===== config.mk =====
export PLATFORM = sky130hd
export DESIGN_NAME = lads_fifo
export DESIGN_NICKNAME = d
export VERILOG_FILES = /design/src/rtl/core/lads_fifo.sv
export SDC_FILE = /design/constraint.sdc
export NUM_CORES = 1
export LEC_CHECK = 0
export BUFFER_PORTS_ARGS = -buffer_cell sky130_fd_sc_hd__buf_2
export CAP_MARGIN = 40
export CORE_MARGIN = 2
export CORE_UTILIZATION = 43
export DETAILED_ROUTE_END_ITERATION = 6
export HOLD_SLACK_MARGIN = 0.15
export PLACE_DENSITY = 0.74
export SETUP_SLACK_MARGIN = 0.15
export SLEW_MARGIN = 20
export SYNTH_ARGS = -nofsm -noshare
export SYNTH_HDL_FRONTEND = slang
export SYNTH_SLANG_ARGS = --single-unit

===== constraint.sdc =====
create_clock -name clk_i -period 2.4 [get_ports clk_i]
set_input_delay 0.12 -clock clk_i [delete_from_list [all_inputs] [get_ports clk_i]]
set_output_delay 0.12 -clock clk_i [all_outputs]
set_load 0.01 [all_outputs]

===== src/rtl/core/lads_fifo.sv =====
// Small register queue between the front end and the back end.
`timescale 1ns / 1ps
`default_nettype none
module lads_fifo #(
  parameter int unsigned DataW = 8,
  parameter int unsigned Depth = 4
) (
  input  wire logic             clk_i,
  input  wire logic             rst_ni,
  input  wire logic             push_i,
  input  wire logic [DataW-1:0] wdata_i,
  input  wire logic             pop_i,
  output logic      [DataW-1:0] rdata_o,
  output logic                  full_o,
  output logic                  empty_o
);

  localparam int unsigned PtrW = (Depth > 1) ? $clog2(Depth) : 1;
  localparam int unsigned CntW = $clog2(Depth + 1);

  logic [DataW-1:0] mem_q [Depth];
  logic [PtrW-1:0]  wr_ptr_q, wr_ptr_d;
  logic [PtrW-1:0]  rd_ptr_q, rd_ptr_d;
  logic [CntW-1:0]  count_q, count_d;
  logic             do_push, do_pop;

  assign full_o  = (count_q == CntW'(Depth));
  assign empty_o = (count_q == '0);
  assign do_push = push_i && !full_o;
  assign do_pop  = pop_i && !empty_o;
  assign rdata_o = mem_q[rd_ptr_q];

  always_comb begin
    wr_ptr_d = wr_ptr_q;
    rd_ptr_d = rd_ptr_q;
    count_d  = count_q;
    if (do_push) begin
      wr_ptr_d = (wr_ptr_q == PtrW'(Depth - 1)) ? '0 : wr_ptr_q + 1'b1;
    end
    if (do_pop) begin
      rd_ptr_d = (rd_ptr_q == PtrW'(Depth - 1)) ? '0 : rd_ptr_q + 1'b1;
    end
    if (do_push && !do_pop) begin
      count_d = count_q + 1'b1;
    end else if (do_pop && !do_push) begin
      count_d = count_q - 1'b1;
    end
  end

  always_ff @(posedge clk_i or negedge rst_ni) begin
    if (!rst_ni) begin
      wr_ptr_q <= '0;
      rd_ptr_q <= '0;
      count_q  <= '0;
    end else begin
      wr_ptr_q <= wr_ptr_d;
      rd_ptr_q <= rd_ptr_d;
      count_q  <= count_d;
    end
  end

  always_ff @(posedge clk_i) begin
    if (do_push) begin
      mem_q[wr_ptr_q] <= wdata_i;
    end
  end

endmodule
`default_nettype wire


=== Word level (Yosys, flattened, before mapping) ===
Memories as Yosys holds them, arrays and structs flattened.
Index checks and enable logic that the tools add are counted.

* Add/sub/neg operators: 4
* $mul: 0
* Div/mod/pow operators: 0
* Order comparisons: 0
* Equal/unequal tests: 3
* Shifts and indexed selects: 0
* Muxes and demuxes: 6
* Bitwise gates (word level): 0
* Reductions and logical operators: 10

{| class="wikitable"
|+ Operators by type and width
! cell !! count
|-
| two-way mux 3 bit || 2
|-
| adder 2 x 1 -> 2 bit, second input constant || 2
|-
| equality test 2 bit, second input constant || 2
|-
| logical AND 1 bit || 4
|-
| logical NOT 1 bit || 4
|-
| two-way mux 2 bit || 2
|-
| adder 3 x 1 -> 3 bit, second input constant || 1
|-
| equality test 3 bit, second input constant || 1
|-
| logical NOT 3 bit || 1
|-
| subtractor 3 x 1 -> 3 bit, second input constant || 1
|-
| two-way mux 1 bit || 2
|-
| nonzero test 2 bit || 1
|}

* Register bits after elaboration: 7
* Bits in latches: 0
* Bits in writable memories: 32
* ROM bits: 0
* Bits of input ports: 12
* Output and inout port bits: 10
* Memories: 1

{| class="wikitable"
|+ Memory list
! memory !! words !! bits a word !! rd ports !! clocked after memory_dff !! write ports !! line !! source
|-
| mem_q || 4 || 8 || 1 || 0 || 1 || 21 || <nowiki>logic [DataW-1:0] mem_q [Depth];</nowiki>
|}

=== Logic depth before layout (Yosys ltp) ===
Gate-level depths: netlist (run 1).

* Depth in word-level cells: 7
* Depth in mapped cells: 9
* Depth with buffers taken out: 8

=== Least setup slack after synthesis (run 1) ===
No wires, ideal clock.

* Path kind: reg-to-reg
* Start: register count_q[0]
* End: register count_q[2]
* Library setup time: 0.079 ns
* Arrival time: 1.984 ns
* Data required time: 2.321 ns
* Setup slack: 0.336 ns
* Cell stages (with the launch flop): 9
* Path buffers: 0
* Path through: dfrtp_1 > nor3_1 > nand2b_4 > ha_1 > inv_1 > fa_1 > xor2_1 > nor2_1 > xor2_1

* Cells in the longest elaborated chain, start to end: 6
* Elaborated cells between the ends (all ways): 15
* Classes of those cells: 2 x add/sub; 1 x eq/ne; 2 x mux; 10 x reduce/logical

{| class="wikitable"
|+ Ends and longest elaborated chain
! item !! line !! source
|-
| start: declaration || 24 || <nowiki>logic [CntW-1:0] count_q, count_d;</nowiki>
|-
| start signal: assignment || 58 || <nowiki>count_q <= count_d;</nowiki>
|-
| logical NOT 3 bit (*) || 28 || <nowiki>assign empty_o = (count_q == '0);</nowiki>
|-
| via empty_o || 15 || <nowiki>output logic empty_o</nowiki>
|-
| logical NOT 1 bit (*) || 30 || <nowiki>assign do_pop = pop_i && !empty_o;</nowiki>
|-
| logical AND 1 bit (*) || 30 ||
|-
| logical NOT 1 bit || 43 || <nowiki>if (do_push && !do_pop) begin</nowiki>
|-
| logical AND 1 bit || 43 ||
|-
| two-way mux 3 bit / nonzero test 2 bit (equally long branches) || - ||
|}

The timed path passes the listed nets; every way through them passes the cells marked *. The select of a mux whose other input is x is not followed.
A chain may end at the register's enable or synchronous reset.

=== Final worst setup path (run 1) ===
* Start: register count_q[1]
* End: register count_q[2]

* Cells in the longest elaborated chain, start to end: 6
* Elaborated cells between the ends (all ways): 15
* Classes of those cells: 2 x add/sub; 1 x eq/ne; 2 x mux; 10 x reduce/logical

{| class="wikitable"
|+ Ends and longest elaborated chain
! item
|-
| parallel branches: the longest is 6 deep, another holds subtractor 3 x 1 -> 3 bit
|}

Several ways; the timed one is not identified. The select of a mux whose other input is x is not followed.

==> impl_metrics.ini, run 1 <==
[floorplan]
die_h_um = 65.39
core_area_um2 = 3633
initial_core_util_pct = 44.59
ios = 22
row_count = 22
dieArea_um2 = 4275
die_w_um = 65.39

[timing]
whs_ps = 187.5
layout_setup_ws_ps = 329.7
finalClockSkew_ps = 7.863
tns_ps = 0
tightest_slew_ps = 580.5
rsz0062_at_grt = false
fin_crit_sh_pct = 86.26
finalMaxSlewViolations = 0
final-setup-viol-count = 0
hold_viol_final = 0
fmax_ghz = 0.4830
timing.final.crit_period_ps = 2070
slew_headroom_pct = 61.30

[power_and_ir_drop]
p_per_area_nw_per_um2 = 1136
p_leak_uw = 0.0007315
ir_worst_vdd_uv = 572.9

[synth]
synth_top_family_by_area = multiplexers
synthTopCellsByArea = edfxtp_1, mux4_2, dfrtp_1, ha_1, mux2_2
synth-compound-area-share_pct = 0
ys_types = 19
synthSimpleGateAreaFrac_pct = 5.405
async_reset_ff_share_pct = 17.95
synth.avg_cell_area_um2 = 20.51
synth_edf_count = 32
syn-cell-area_um2 = 1620
synth_commonest_cells = edfxtp_1, mux4_2, dfrtp_1
synthAdderAreaFrac_pct = 5.869
synth.area.mux_share_pct = 15.06
syn_inst = 79
synth_seq_cells = 39
synth.top_cell.area_share_pct = 59.31
yosysMostFrequentCell = edfxtp_1
ys.flop_type = edfxtp_1
synth_top_area_cell = edfxtp_1
yosys.area_share.xor_xnor_pct = 1.622
synth_warnings = 0
synth_fp_nets = 98
synth-seq-area-share_pct = 70.12

[routing]
via_per_inst = 4.778
drt_iter0_markers = 55
drcViolationCount = 0
post_drt_wl_per_cell_um = 15.09
route.vias.total = 774
drt_wl_total_mm = 2.445
ant_nets = 0
drtPass1Iterations = 4

[finish]
instances_no_fill = 162
fin_nets = 132
drive_gt1_share_pct = 40.35
fin_util_pct = 53.27
n_antenna_cell = 0
syn_to_final_growth_pct = 19.46

[status]
status = finished clean

[setup_path]
worstPathRequired_ps = 2600
cp_num_buf_inv = 1
r2r-start = count_q[1]$_DFFE_PN0P_
crit_path_max_fanout = 4
critical_path.most_common_cell = xor2_1
cpPeakStageDelay_ps = 450
path_cells = nor3_1, nand2b_4, ha_1, inv_1, fa_1, xor2_1, nor2_1, xor2_1
arrival_ps = 2270
reg2reg_slack_ps = 330
critPathSlowestCell = dfrtp_1
timing.rr.end = count_q[2]$_DFFE_PN0P_
critical_path_class = register to register
critical_path_depth = 8
start_kind = register
cp-end-kind = register
crit_family = simple AND/OR/NAND/NOR gates
ff2ff_path_depth = 8

[clock_tree]
clk_latency_ps = 290
cts_buffer_depth = 2
htree_levels = 2
clk_pin_slew_ps = 70
cts_buffers = 5
cts-resized-gates = 0
clock-sinks = 39
cts_tree = yes
cts-root-buf = clkbuf_8

[place]
gp_congestion = 0.7612
place_ws_ps = 358.2
port_buffers = 21
dp_hpwl_mm = 1.676
dp_cells = 145

[grt]
antenna_found_initial = 0
grt_max_degree = 12
overflow = 0
grt_use_met2_pct = 23.34
grt_pass1_wl_mm = 4.174
track_usage_pct = 13.88
first_global_vias = 936
top_usage_layer = met2
grt_util_met3_pct = 4.452
grt_use_met1_pct = 15.43

[min_path]
hold_class = input pin to async pin

[job]
maxCapViolCount = 0
-- report_power, final --
group	switching (µW)	internal [µW]	total, µW
Clock	209	198	407
Combinational	302	407	709
Sequential	166	917	1080
-- placed cells by master (no fill, tap or decap), drive strengths merged, types with 3 or more instances in the layout --
master	Yosys	final
and2	4	4
buf	3	21
clkbuf	0	6
dfrtp	7	7
dlygate4sd3	0	9
edfxtp	32	32
ha	6	6
inv	3	3
mux2	5	5
mux4	8	8
nor2	3	3
-- per-layer routing --
layer | part of all wire (%) | vias to the layer above
met3 | 4.9 | 6
li1 | - | 364
met4 | 1.8 | 0
met2 | 53 | 16
met5 | 0 | -
met1 | 40 | 388
-- flip-flops by register name, indices dropped and copies added, names as in the netlist --
register / cells
wr_ptr_q: 2
count_q: 3
rd_ptr_q: 2
mem_q: 32
-- cell families after synthesis --
| group | Yosys count |
|---|---|
| simple gates | 11 |
| xor+xnor | 3 |
| mux | 13 |
| flops | 39 |
| buf+inv | 6 |
| fa+ha+maj | 7 |
-- metrics by stage --
stage | cell area (µm²) | total power (µW)
finish | 1936 | 2198
global route | 1936 | 2339
CTS | 1936 | 2229
detailed placement | 1765 | 1811
global placement | 1765 | 1763
floorplan | 1620 | 1586
-- worst max-delay path by stage --
stage / slack, ps / to / from
detailed placement: 360 / count_q[2]$_DFFE_PN0P_ / count_q[1]$_DFFE_PN0P_
CTS: 310 / count_q[2]$_DFFE_PN0P_ / count_q[1]$_DFFE_PN0P_
floorplan: 340 / count_q[2]$_DFFE_PN0P_ / count_q[0]$_DFFE_PN0P_
global route: 210 / count_q[2]$_DFFE_PN0P_ / count_q[2]$_DFFE_PN0P_
finish: 330 / count_q[2]$_DFFE_PN0P_ / count_q[1]$_DFFE_PN0P_
global placement: 450 / count_q[2]$_DFFE_PN0P_ / count_q[0]$_DFFE_PN0P_
-- final cells by class --
class | instances | area (µm²)
repair buffers | 30 | 195.2
well taps | 48 | 60.06
clock buffers | 6 | 72.57
inverters | 3 | 11.26
flip-flops and latches | 39 | 1136
multi-input cells | 34 | 452.9
clock inverters | 2 | 7.507
fillers | 301 | 1698
-- what timing repair did --
| action | 4_1_cts | 5_1_grt |
|---|---|---|
| endpoints found under the hold margin | 39 | 0 |
| setup buffers | 0 | 0 |
| hold buffers | 9 | 0 |
No activity file was read; power rests on OpenSTA's default activity.
==> inputs of run 2 (changes only) <==
Settings changed: CORE_UTILIZATION 43 to 40, PLACE_DENSITY 0.74 to 0.7, SKIP_CTS_REPAIR_TIMING set to 1, SKIP_LAST_GASP set to 1.
==> run 2 against run 1 <==
Effect of this change:
- worst hold slack improved by 19 ps
- sequential share of layout area fell by 0.23 points
- via count rose by 3.0%
- routed wire length fell by 2.3%
==> impl_metrics.ini, run 2 (synthesized netlist as in run 1, its figures left out) <==
[status]
status = finished clean

[finish]
fin_nets = 132
top_regs = mem_q (32), count_q (3)
syn_to_final_growth_pct = 19.92
largest_reg_flops = 32
regMostFlops = mem_q
n_antenna_cell = 0
drive_gt1_share_pct = 42.11
mostFrequentLayoutCells = edfxtp_1, buf_2, dlygate4sd3_1, mux4_2, dfrtp_1
final_common_cell = edfxtp_1

[grt]
grt_max_degree = 13
track_usage_pct = 12.40
grt_pass1_wl_mm = 3.905
first_global_vias = 808
overflow = 0
antenna_found_initial = 0

[timing]
finalMaxSlewViolations = 0
finalClockSkew_ps = 2.016
hold_viol_final = 0
timing.final.crit_period_ps = 2035
final-setup-viol-count = 0
slew_headroom_pct = 60.76
tns_ps = 0
fin_crit_sh_pct = 84.79
layout_setup_ws_ps = 365.0
tightest_slew_ps = 588.7
fmax_ghz = 0.4914
rsz0062_at_grt = false

[setup_path]
reg2reg_slack_ps = 360
start_kind = register
crit_path_max_fanout = 7
timing.rr.end = count_q[2]$_DFFE_PN0P_
cp-end-kind = register
arrival_ps = 2240
worstPathRequired_ps = 2600
critical_path_class = register to register
ff2ff_path_depth = 8
r2r-start = count_q[2]$_DFFE_PN0P_

[job]
maxCapViolCount = 0

[floorplan]
row_count = 23
dieArea_um2 = 4576
die_w_um = 67.65
core_area_um2 = 3943
initial_core_util_pct = 41.10
die_h_um = 67.65
ios = 22

[place]
port_buffers = 21
place_ws_ps = 355.0
gp_congestion = 0.6549
dp_hpwl_mm = 1.675

[clock_tree]
clk_pin_slew_ps = 70
cts_buffer_depth = 2
cts_tree = yes
cts-root-buf = clkbuf_8
htree_levels = 2
cts_buffers = 5
clock-sinks = 39
clk_latency_ps = 280

[min_path]
hold_class = input pin to async pin

[power_and_ir_drop]
p_leak_uw = 0.0007324
total_power_uw = 2192
p_per_area_nw_per_um2 = 1128
ir_worst_vdd_uv = 680.1

[routing]
drt_iter0_markers = 56
via_per_inst = 4.860
post_drt_wl_per_cell_um = 14.57
drcViolationCount = 0
ant_nets = 0
drt_wl_total_mm = 2.389
route.vias.total = 797
drtPass1Iterations = 4
## run 2: cell types whose count changed in the layout (fill, tap and decap cells not counted), sizes merged
| cell | before | now |
|---|---|---|
| clkinv | 2 | 1 |
| clkinvlp | 0 | 1 |
## run 2: worst max path at each step
stage,endpoint,depth (start not counted),slack [ps],startpoint
after floorplan,count_q[2]$_DFFE_PN0P_,8,340,count_q[0]$_DFFE_PN0P_
after global placement,count_q[2]$_DFFE_PN0P_,8,450,count_q[0]$_DFFE_PN0P_
after detailed placement,count_q[2]$_DFFE_PN0P_,8,350,count_q[0]$_DFFE_PN0P_
after CTS,count_q[2]$_DFFE_PN0P_,8,320,count_q[1]$_DFFE_PN0P_
after global routing,count_q[2]$_DFFE_PN0P_,8,220,count_q[0]$_DFFE_PN0P_
final,count_q[2]$_DFFE_PN0P_,8,360,count_q[2]$_DFFE_PN0P_
## run 2: layout make-up
cell class                      instances  area, µm²
Clock buffer                            6      72.57
Fill cell                             320       1999
Sequential cell                        39       1136
Multi-Input combinational cell         34      452.9
Timing Repair Buffer                   30      195.2
Inverter                                3      11.26
Clock inverter                          2      12.51
Tap cell                               50      62.56
## run 2: routing by layer
layer	GRT usage, %	vias to the layer above	routed length, µm
met5	0	-	0
met4	4.592	0	0
met3	4.667	0	136
met2	20.47	21	1223
met1	14.75	410	1029
li1	-	366	-
## run 2: through the flow
stage	cells	hold WS, ps	area [µm²]	utilization, %
after detailed placement	147	-30.92	1768	44.84
after global placement	147	-39.05	1768	44.84
after global routing	164	203.6	1943	49.29
after CTS	155	-330.0	1853	47.00
final	164	206.1	1943	49.29
after floorplan	79	-175.6	1620	-
## run 2: worst max-delay path: stages (launching register included)
cell     delay, ps
dfrtp_1        400
nor3b_4        160
nor2b_2        280
ha_1           240
inv_1           60
fa_1           380
xor2_1         150
nor2_1         120
xor2_1         160
## run 2: power breakdown
part	internal, µW	switching, µW	total (µW)
combinational	405	296	701
sequential	916	165	1080
clock	203	207	410
