`src/rtl/core/lads_pkg.sv`:
```
// Shared types and constants of the lattice affine deviation sum unit.
`timescale 1ns / 1ps
`default_nettype none
package lads_pkg;

  // Widths fixed by the transaction fields.
  localparam int unsigned Q_W    = 32;  // Q16.16 positions and shear
  localparam int unsigned SUM_W  = 64;  // Q32.32 sum
  localparam int unsigned GRID_W = 7;   // grid size register
  localparam int unsigned FRAC_W = 16;  // fractional bits of Q16.16

  // sqrt(3)/2 as an unsigned Q0.32 value.
  localparam logic [Q_W-1:0] SQRT3_HALF_Q32 = 32'hDDB3D743;
  // Half of one Q16.16 LSB after the Q0.32 product, for round half up.
  localparam int unsigned ROUND_HALF = 32768;

  // Configuration register indexes.
  localparam int unsigned CFG_IDX_W = 1;
  localparam logic [CFG_IDX_W-1:0] CFG_GRID_SIZE    = 1'b0;
  localparam logic [CFG_IDX_W-1:0] CFG_SHEAR_OFFSET = 1'b1;

  localparam logic [GRID_W-1:0] GRID_RESET = 7'd64;

  // Classification flags that the front end attaches to each queued node.
  typedef struct packed {
    logic last;    // final node of the sweep
    logic active;  // shear is non-zero, so the node contributes
  } lads_flags_t;

  // Back-end sequencer states.
  typedef enum logic [3:0] {
    BK_IDLE,
    BK_MUL,
    BK_ABS,
    BK_DIV,
    BK_REF,
    BK_DEV,
    BK_MAG,
    BK_SQX,
    BK_SQY,
    BK_ACC,
    BK_FIN
  } lads_state_e;

endpackage
`default_nettype wire

```
`src/rtl/core/lads_front.sv`:
```
// Front end: accepts node transactions, tracks row and column, tags each node.
`timescale 1ns / 1ps
`default_nettype none
module lads_front #(
  parameter int unsigned MAX_GRID = 64,
  localparam int unsigned CntW = $clog2(MAX_GRID),
  localparam int unsigned EntryW = 2 * lads_pkg::Q_W + 3 * CntW
                                   + $bits(lads_pkg::lads_flags_t)
) (
  input  wire logic                               clk_i,
  input  wire logic                               rst_ni,
  input  wire logic                               in_valid_i,
  output logic                                    in_stall_o,
  input  wire logic signed [lads_pkg::Q_W-1:0]    pos_x_i,
  input  wire logic signed [lads_pkg::Q_W-1:0]    pos_y_i,
  input  wire logic        [lads_pkg::GRID_W-1:0] grid_size_i,
  input  wire logic signed [lads_pkg::Q_W-1:0]    shear_i,
  input  wire logic                               full_i,
  output logic                                    push_o,
  output logic             [EntryW-1:0]           entry_o
);

  import lads_pkg::*;

  localparam int unsigned GeffW = $clog2(MAX_GRID + 1);
  localparam int unsigned GextW = (GeffW > GRID_W) ? GeffW : GRID_W;

  logic [CntW-1:0]  row_q, row_d;
  logic [CntW-1:0]  col_q, col_d;
  logic [GextW-1:0] grid_ext, grid_eff;
  logic [CntW-1:0]  gm1;
  logic             last_col, last_row;
  lads_flags_t      flags;

  // Clamp the grid size into the supported range.
  always_comb begin
    grid_ext = GextW'(grid_size_i);
    if (grid_ext < GextW'(2)) begin
      grid_eff = GextW'(2);
    end else if (grid_ext > GextW'(MAX_GRID)) begin
      grid_eff = GextW'(MAX_GRID);
    end else begin
      grid_eff = grid_ext;
    end
  end

  assign gm1      = CntW'(grid_eff - GextW'(1));
  assign last_col = (col_q >= gm1);
  assign last_row = (row_q >= gm1);

  assign in_stall_o = full_i;
  assign push_o     = in_valid_i && !full_i;

  assign flags.last   = last_col && last_row;
  assign flags.active = (shear_i != '0);
  assign entry_o      = {pos_x_i, pos_y_i, row_q, col_q, gm1, flags};

  always_comb begin
    row_d = row_q;
    col_d = col_q;
    if (push_o) begin
      if (last_col) begin
        col_d = '0;
        row_d = last_row ? '0 : row_q + 1'b1;
      end else begin
        col_d = col_q + 1'b1;
      end
    end
  end

  always_ff @(posedge clk_i or negedge rst_ni) begin
    if (!rst_ni) begin
      row_q <= '0;
      col_q <= '0;
    end else begin
      row_q <= row_d;
      col_q <= col_d;
    end
  end

endmodule
`default_nettype wire

```
`config.mk`:
```
export PLATFORM = sky130hd
export DESIGN_NAME = lads_front
export DESIGN_NICKNAME = d
export VERILOG_FILES = /design/src/rtl/core/lads_pkg.sv /design/src/rtl/core/lads_front.sv
export SDC_FILE = /design/constraint.sdc
export NUM_CORES = 1
export LEC_CHECK = 0
export BUFFER_PORTS_ARGS = -buffer_cell sky130_fd_sc_hd__buf_4
export CAP_MARGIN = 20
export CORE_AREA = 2 2 74 76
export CTS_BUF_LIST = sky130_fd_sc_hd__clkbuf_8
export DETAILED_ROUTE_END_ITERATION = 8
export DIE_AREA = 0 0 76 78
export PLACE_DENSITY = 0.78
export SYNTH_ARGS = -nofsm -noshare
export SYNTH_HDL_FRONTEND = slang
export SYNTH_SLANG_ARGS = --single-unit
```
`constraint.sdc`:
```
create_clock -name clk_i -period 4.2 [get_ports clk_i]
set_input_delay 0.21 -clock clk_i [delete_from_list [all_inputs] [get_ports clk_i]]
set_output_delay 0.21 -clock clk_i [all_outputs]
set_load 0.01 [all_outputs]
```
* Word-level counts from Yosys, hierarchy flattened *
Index checks and enable logic that the tools add are counted.

storage, ports and cells
  input port bits = 107
  register bits after elaboration = 12
  output and inout bits = 86
  word-level logic and storage cells = 18

cells by class
  reductions and logical operators = 5
  muxes and demuxes = 4
  $add $sub $neg = 3
  magnitude comparators = 4

operator list
  kind                   count
  $reduce_bool A32 Y1    1
  $mux W6                4
  $add A6 B1 Y6 const B  2
  $ge A6 B6 Y1           2
  $gt A7 B7 Y1 const B   1
  $lt A7 B2 Y1 const B   1
  $sub A6 B1 Y6 const B  1
  $logic_and A1 B1 Y1    2
  $reduce_and A2 Y1      1
  $logic_not A1 Y1       1

* Longest topological paths before layout *
Gate-level depths: netlist (run 1).

  word-level depth = 6
  depth in mapped cells = 14
  gate-level depth less buffers = 14

* Worst setup path before layout (run 1) *
OpenSTA, ideal clock, no wires.

  path type = input to register
  from = in grid_size_i[2] (netlist bit)
  to = reg row_q[2]
  stages = 13
  setup slack = 0.221 ns
  data arrival time = 3.853 ns
  buffers on the path = 0
  cells stage by stage = or3_1 > o311ai_0 > ha_1 > xnor2_1 > inv_1 > ha_1 > a21oi_1 > o21ai_0 > maj3_2 > maj3_2 > a21o_4 > and3_4 > a221o_1

between the ends
  word-level cells in the longest chain between the ends = 6
  elaborated cells on any way between the ends = 9

ends and longest elaborated chain
  what                                                 line                                text
  start, declared                                      lads_front.sv:16                    input wire logic [lads_pkg::GRID_W-1:0] grid_size_i,
  $gt A7 B7 Y1                                         lads_front.sv:40                    end else if (grid_ext > GextW'(MAX_GRID)) begin
  $mux W6                                              lads_front.sv:40
  $mux W6 (*)                                          lads_front.sv:38                    if (grid_ext < GextW'(2)) begin
  $sub A6 B1 Y6 (*)                                    lads_front.sv:47                    assign gm1 = CntW'(grid_eff - GextW'(1));
  via entry_o[2]                                       lads_front.sv:20                    output logic [EntryW-1:0] entry_o
  $ge A6 B6 Y1, on equally long branches               lads_front.sv:49, lads_front.sv:48
  $mux W6 / $reduce_and A2 Y1 (equally long branches)  n/a
  end signal, assigned                                 lads_front.sv:76                    row_q <= row_d;
  end, declared                                        lads_front.sv:28                    logic [CntW-1:0] row_q, row_d;

The timed path passes the listed nets; every way through them passes the cells marked *.
A chain may end at the register's enable or synchronous reset.

* Worst setup path after layout (run 1) *
  from = in grid_size_i[2] (netlist bit)
  to = out entry_o[1]

between the ends
  word-level cells in the longest chain between the ends = 6
  elaborated cells on any way between the ends = 8

ends and longest elaborated chain
  what                                    line                                text
  $gt A7 B7 Y1                            lads_front.sv:40
  $mux W6                                 lads_front.sv:40
  $mux W6 (*)                             lads_front.sv:38
  $sub A6 B1 Y6 (*)                       lads_front.sv:47
  $ge A6 B6 Y1, on equally long branches  lads_front.sv:48, lads_front.sv:49
  $logic_and A1 B1 Y1 (*)                 lads_front.sv:54                    assign flags.last = last_col && last_row;
  end, declared                           lads_front.sv:20

Every way passes the cells marked *; elsewhere a longest branch is shown, timed or not.

==> flow_summary.json, run 1 <==
{
  "drv_slew": 0,
  "chipWidth_um": 76,
  "wl_per_cell_um": 15.6,
  "max_cap_viol_count": 0,
  "synth_cell_types": 41,
  "worstRegToRegCells": 8,
  "setup_viol": 0,
  "cts-buffers-inserted": 3,
  "gr-max-usage-layer": "met2",
  "floorplan.io_pins": 193,
  "tightestPinTransition_ns": 0.524,
  "worstSetupEndpointType": "output port",
  "nFillCells": 518,
  "groute.layer.met1.usage": 0.126,
  "grt_first_pass_wirelength_um": 6250,
  "floorplan.die.height_um": 78,
  "yosys_most_used_dff": "sky130_fd_sc_hd__dfrtp_1",
  "h-tree-depth": 1,
  "timing.rr.end": "row_q[0]",
  "number_of_global_route_vias_before_repair": 1333,
  "post-route-period-util": 0.897,
  "setup.worst_path.start": "grid_size_i[2]",
  "critPathRequiredTime_ns": 3.99,
  "clk_pin_slew_worst_paths_ns": 0.05,
  "timing.hold.worst.class": "in -> async",
  "dp.cells": 259,
  "drt_iter0_markers": 18,
  "route.antenna.remaining_nets": 0,
  "fin_worst_skew_ns": 0.000598,
  "gp_congestion": 0.777,
  "detail_route.drc_violations": 0,
  "synth.avg_cell_area_sq_um": 8.11,
  "synth_enable_flop_cells": 0,
  "clkLatencyLatePin_ns": 0.24,
  "power.ir.vdd_worst_mv": 0.175,
  "route.final.wire_length_um": 4110,
  "slew_headroom": 0.646,
  "yosysSeqAreaShare": 0.195,
  "layout.cells.most_common": "sky130_fd_sc_hd__buf_4",
  "layoutNonFillerInstCount": 264,
  "drt_pre_antenna_iters": 4,
  "postSynthCellCount": 190,
  "timing.hold.ws_ns": 0.354,
  "crit_path_start_kind": "input port",
  "final_nets": 311,
  "route.detailed.vias_per_inst": 4.97,
  "gr-usage-met2": 0.240,
  "largest_stage_delay_on_the_critical_path_ns": 0.48,
  "critPathArrivalTime_ns": 3.56,
  "clock_tree.root_cell": "sky130_fd_sc_hd__clkbuf_8",
  "grt_antenna_before_repair": 0,
  "most_used_cells_in_the_layout_excluding_fill_and_tap_cells": "sky130_fd_sc_hd__buf_4, sky130_fd_sc_hd__nand2_1, sky130_fd_sc_hd__dfrtp_1, sky130_fd_sc_hd__o21ai_0, sky130_fd_sc_hd__ha_1",
  "power.static_leakage_nw": 0.781,
  "finalHoldViolations": 0,
  "place.detailed.hpwl_um": 3380,
  "rrSetupSlack_ns": 1.68,
  "core-area_sq_um": 5040,
  "timing.setup.critical_path_class": "in -> out",
  "die_area_sq_um": 5930,
  "timing.critical_path.fanout_max": 5,
  "timing.critical_path.cells": "buf_4, or3_1, o311ai_0, ha_1, xnor2_1, inv_1, ha_1, a21oi_1, o21ai_0, maj3_1, maj3_1, o21ai_2, nor2_1, buf_4",
  "async_reset_ff_frac": 1.00,
  "rsz0062_at_grt": "false",
  "ys_seq_elements": 12,
  "area_of_the_mapped_netlist_sq_um": 1540,
  "vias": 1311,
  "num_antenna_cells": 0,
  "global_route.usage.met3": 0.0488,
  "synthesis.yosys.warnings": 0,
  "fin_setup_tns_ns": 0,
  "std_cell_rows": 26,
  "run_status": "completed",
  "clock.fmax_mhz": 265,
  "initial_utilization": 0.306,
  "pwr_density_cell_nw_per_um2": 373,
  "final_layout_size_suffix_gt1_frac": 0.428,
  "path_delay_family": "adder cells",
  "cts_num_sinks": 12,
  "global_route.usage.total": 0.131,
  "area_delta_synth_final_pct": 9.66,
  "port-buffer-count": 64,
  "critical_path_buf_inv_count": 3,
  "grt_start_max_net_pins": 13,
  "crit_slowest_cell": "sky130_fd_sc_hd__o311ai_0",
  "cts_tree": "yes",
  "final_period_minus_worst_setup_slack_ns": 3.77,
  "cts-root-to-sink-buffers": 2,
  "worstReg2RegStart": "row_q[2]",
  "syn_nets": 306,
  "globalRoute.totalOverflow": 0
}
[worst max-delay path by stage]
stage | endpoint | depth (start not counted)
after floorplan | row_q[2] | 13
after global placement | row_q[2] | 14
after detailed placement | row_q[0] | 14
after CTS | entry_o[1] | 14
after global routing | entry_o[1] | 14
final | entry_o[1] | 14
[routing by layer]
metal	wire, um	up-vias
met3	446	22
met4	114	0
met2	2080	70
met1	1470	614
li1	-	605
met5	0	-
[what timing repair did]
action / in CTS / in global routing
endpoints found under the hold margin: 12 / 0
gates resized for setup: 0 / 0
hold buffers: 1 / 0
buffers inserted: 0 / 0
[flip-flops by register name, indices dropped and copies added (netlist names)]
register  count
col_q         6
row_q         6
[final cells by class]
| type | instances | area (sq um) | share of cell area |
|---|---|---|---|
| Clock buffer | 4 | 55.1 | 0.0326 |
| Inverter | 10 | 37.5 | 0.0222 |
| Multi-Input combinational cell | 102 | 712 | 0.421 |
| Sequential cell | 12 | 300 | 0.178 |
| Tap cell | 70 | 87.6 | 0.0518 |
| Timing Repair Buffer | 66 | 498 | 0.295 |
[power by group]
group | total, mW | leakage (nW) | internal, mW | switching, mW
sequential | 0.203 | 0.144 | 0.148 | 0.0549
clock | 0.125 | 0.0288 | 0.0828 | 0.0424
combinational | 0.302 | 0.608 | 0.163 | 0.140
[cell usage after synthesis (all sizes together) (2+ instances only)]
library cell | count | area [sq um]
nand2 | 14 | 55.1
inv | 9 | 33.8
ha | 9 | 113
nand3 | 4 | 20.0
dfrtp | 12 | 300
mux2 | 2 | 22.5
nand2b | 2 | 12.5
nor2b | 6 | 37.5
nor3 | 3 | 15.0
nand4 | 2 | 12.5
a22o | 7 | 63.8
and3 | 2 | 17.5
nor2 | 9 | 36.3
o31a | 2 | 17.5
or2 | 2 | 12.5
o21ai | 10 | 53.8
nor4 | 8 | 50.1
a21oi | 4 | 20.0
buf | 65 | 488
o311ai | 2 | 17.5
maj3 | 4 | 42.5
[cells by family after synthesis]
| family | Yosys count | share of synthesized area |
|---|---|---|
| adders and majority gates | 13 | 0.101 |
| and+or+nand+nor | 55 | 0.188 |
| AOI/OAI and AO/OA | 31 | 0.153 |
| DFF | 12 | 0.195 |
| xor gates and xnor gates | 1 | 0.00568 |
| buffers and inverters | 76 | 0.343 |
| muxes | 2 | 0.0146 |
[through the flow]
stage | cell area (sq um) | power (mW) | utilization | worst slack (ns)
CTS | 1690 | 0.637 | 0.335 | 0.403
global placement | 1630 | 0.492 | 0.322 | 0.557
detailed placement | 1630 | 0.509 | 0.322 | 0.406
floorplan | 1540 | 0.419 | - | 0.221
global route | 1690 | 0.678 | 0.335 | 0.0251
finish | 1690 | 0.631 | 0.335 | 0.433
Note: power is estimated with default switching activity, not from simulation.
==> inputs of run 2 (changes only) <==
- CORE_AREA: 2 2 74 76 -> 2 2 75 77
- DIE_AREA: 0 0 76 78 -> 0 0 77 79
- PLACE_DENSITY: 0.78 -> 0.76
- clock period: 4.2 -> 4.4 ns (I/O delays scaled with it)
==> run 2 against run 1 <==
Sequential share of layout area is 0.12 points higher. Setup slack better by 0.30 ns. Utilization is 2.1 points lower. Register-to-register slack better by 0.23 ns. Sequential power is 5% lower. Critical endpoint unchanged. Largest power group unchanged.
==> flow_summary.json, run 2 (synthesized netlist as in run 1, its figures left out) <==
{
  "run_status": "completed",
  "finalHoldViolations": 0,
  "grt_start_max_net_pins": 13,
  "drt_pre_antenna_iters": 4,
  "rrSetupSlack_ns": 1.91,
  "floorplan.die.height_um": 79,
  "timing.rr.end": "row_q[2]",
  "rsz0062_at_grt": "false",
  "worstSetupEndpointType": "output port",
  "route.antenna.remaining_nets": 0,
  "global_route.usage.total": 0.114,
  "route.detailed.vias_per_inst": 4.81,
  "wl_per_cell_um": 13.4,
  "place.detailed.hpwl_um": 2870,
  "cts-root-to-sink-buffers": 2,
  "final_layout_size_suffix_gt1_frac": 0.425,
  "pwr_density_cell_nw_per_um2": 342,
  "critPathRequiredTime_ns": 4.18,
  "nFillCells": 575,
  "post_cts_resized": 0,
  "power.ir.vdd_worst_mv": 0.0878,
  "post-route-period-util": 0.833,
  "vias": 1275,
  "critical_path_buf_inv_count": 4,
  "cts-buffers-inserted": 3,
  "final_nets": 311,
  "number_of_global_route_vias_before_repair": 1243,
  "grt_antenna_before_repair": 0,
  "die_area_sq_um": 6080,
  "fin_util": 0.315,
  "crit_slowest_cell": "sky130_fd_sc_hd__or3_1",
  "detail_route.drc_violations": 0,
  "drv_slew": 0,
  "fin_worst_skew_ns": 0.00703,
  "critical-path-top-cell-by-count": "sky130_fd_sc_hd__buf_4",
  "globalRoute.totalOverflow": 0,
  "power.static_leakage_nw": 0.773,
  "h-tree-depth": 1,
  "worstRegToRegCells": 9,
  "initial_utilization": 0.289,
  "floorplan.io_pins": 193,
  "largest_stage_delay_on_the_critical_path_ns": 0.41,
  "area_delta_synth_final_pct": 8.93,
  "cts_num_sinks": 12,
  "worstReg2RegStart": "col_q[0]",
  "cts_tree": "yes",
  "chipWidth_um": 77,
  "final_period_minus_worst_setup_slack_ns": 3.67,
  "hold_buffers": 1,
  "max_cap_viol_count": 0,
  "critical_path_cell_count": 15,
  "fin_setup_tns_ns": 0,
  "port-buffer-count": 64,
  "gp_congestion": 0.787,
  "postCtsSetupRepairBufs": 0,
  "clk_pin_slew_worst_paths_ns": 0.06,
  "path_delay_family": "adder cells",
  "layout.cells.most_common": "sky130_fd_sc_hd__buf_4",
  "timing.setup.critical_path_class": "in -> out",
  "clock.fmax_mhz": 273,
  "route.final.wire_length_um": 3550,
  "largest_registers": "col_q x6, row_q x6",
  "most_used_cells_in_the_layout_excluding_fill_and_tap_cells": "sky130_fd_sc_hd__buf_4, sky130_fd_sc_hd__nand2_1, sky130_fd_sc_hd__dfrtp_1, sky130_fd_sc_hd__o21ai_0, sky130_fd_sc_hd__ha_1",
  "clkLatencyLatePin_ns": 0.24,
  "slew_headroom": 0.751,
  "std_cell_rows": 27,
  "timing.hold.worst.class": "in -> async",
  "grt_first_pass_wirelength_um": 5630,
  "tightestPinTransition_ns": 0.373,
  "core-area_sq_um": 5340,
  "drt_iter0_markers": 52,
  "setup_viol": 0,
  "critPathArrivalTime_ns": 3.45,
  "num_antenna_cells": 0,
  "clock_tree.root_cell": "sky130_fd_sc_hd__clkbuf_8",
  "timing.critical_path.fanout_max": 5,
  "crit_path_start_kind": "input port",
  "timing.critical_path.cells": "buf_4, or3_1, o311ai_0, buf_4, ha_1, xnor2_1, inv_1, ha_1, a21oi_1, o21ai_0, maj3_1, maj3_1, o21ai_2, nor2_1, buf_4"
}
-- run 2: worst max-delay path by stage --
stage,start,to,slack [ns]
floorplan,grid_size_i[2],row_q[2],0.41
finish,grid_size_i[2],entry_o[1],0.73
detailed placement,grid_size_i[2],row_q[2],0.67
global route,grid_size_i[2],entry_o[1],0.45
global placement,grid_size_i[2],row_q[2],0.77
CTS,grid_size_i[2],entry_o[1],0.72
-- run 2: power breakdown --
group	switching, mW	internal [mW]
Combinational	0.128	0.153
Clock	0.0400	0.0603
Sequential	0.0513	0.142
-- run 2: final cells by class --
cell class	instances	area [sq um]	share of cell area
multi-input combinational	102	712	0.424
timing repair buffer	66	498	0.297
sequential	12	300	0.179
tap	72	90.1	0.0537
clock buffer	3	41.3	0.0246
inverter	10	37.5	0.0224
-- run 2: worst reg2reg max path: cells and delay by family (launching register included) --
| family | cells | cell delay (ns) |
|---|---|---|
| buffers and inverters | 1 | 0.08 |
| AO/OA/AOI/OAI | 3 | 0.65 |
| flip-flops | 1 | 0.42 |
| adder cells (fa/ha/maj) | 3 | 0.95 |
| AND/OR/NAND/NOR | 2 | 0.31 |
-- run 2: routing by layer --
layer  wire [um]  track usage  vias to the layer above
li1            -            -                      610
met3         335       0.0352                       22
met2        1750        0.204                       58
met4         110       0.0643                        0
met1        1350        0.119                      585
met5           0            0                        -
-- run 2: through the flow --
stage	worst slack [ns]	cell area [sq um]	std cells	power (mW)	hold WS [ns]
2_1_floorplan	0.411	1540	190	0.400	-0.0756
3_3_place_gp	0.770	1630	261	0.472	0.0686
3_5_place_dp	0.673	1630	261	0.478	0.0743
4_1_cts	0.724	1680	265	0.579	0.370
5_1_grt	0.452	1680	265	0.625	0.375
6_report	0.733	1680	265	0.575	0.356
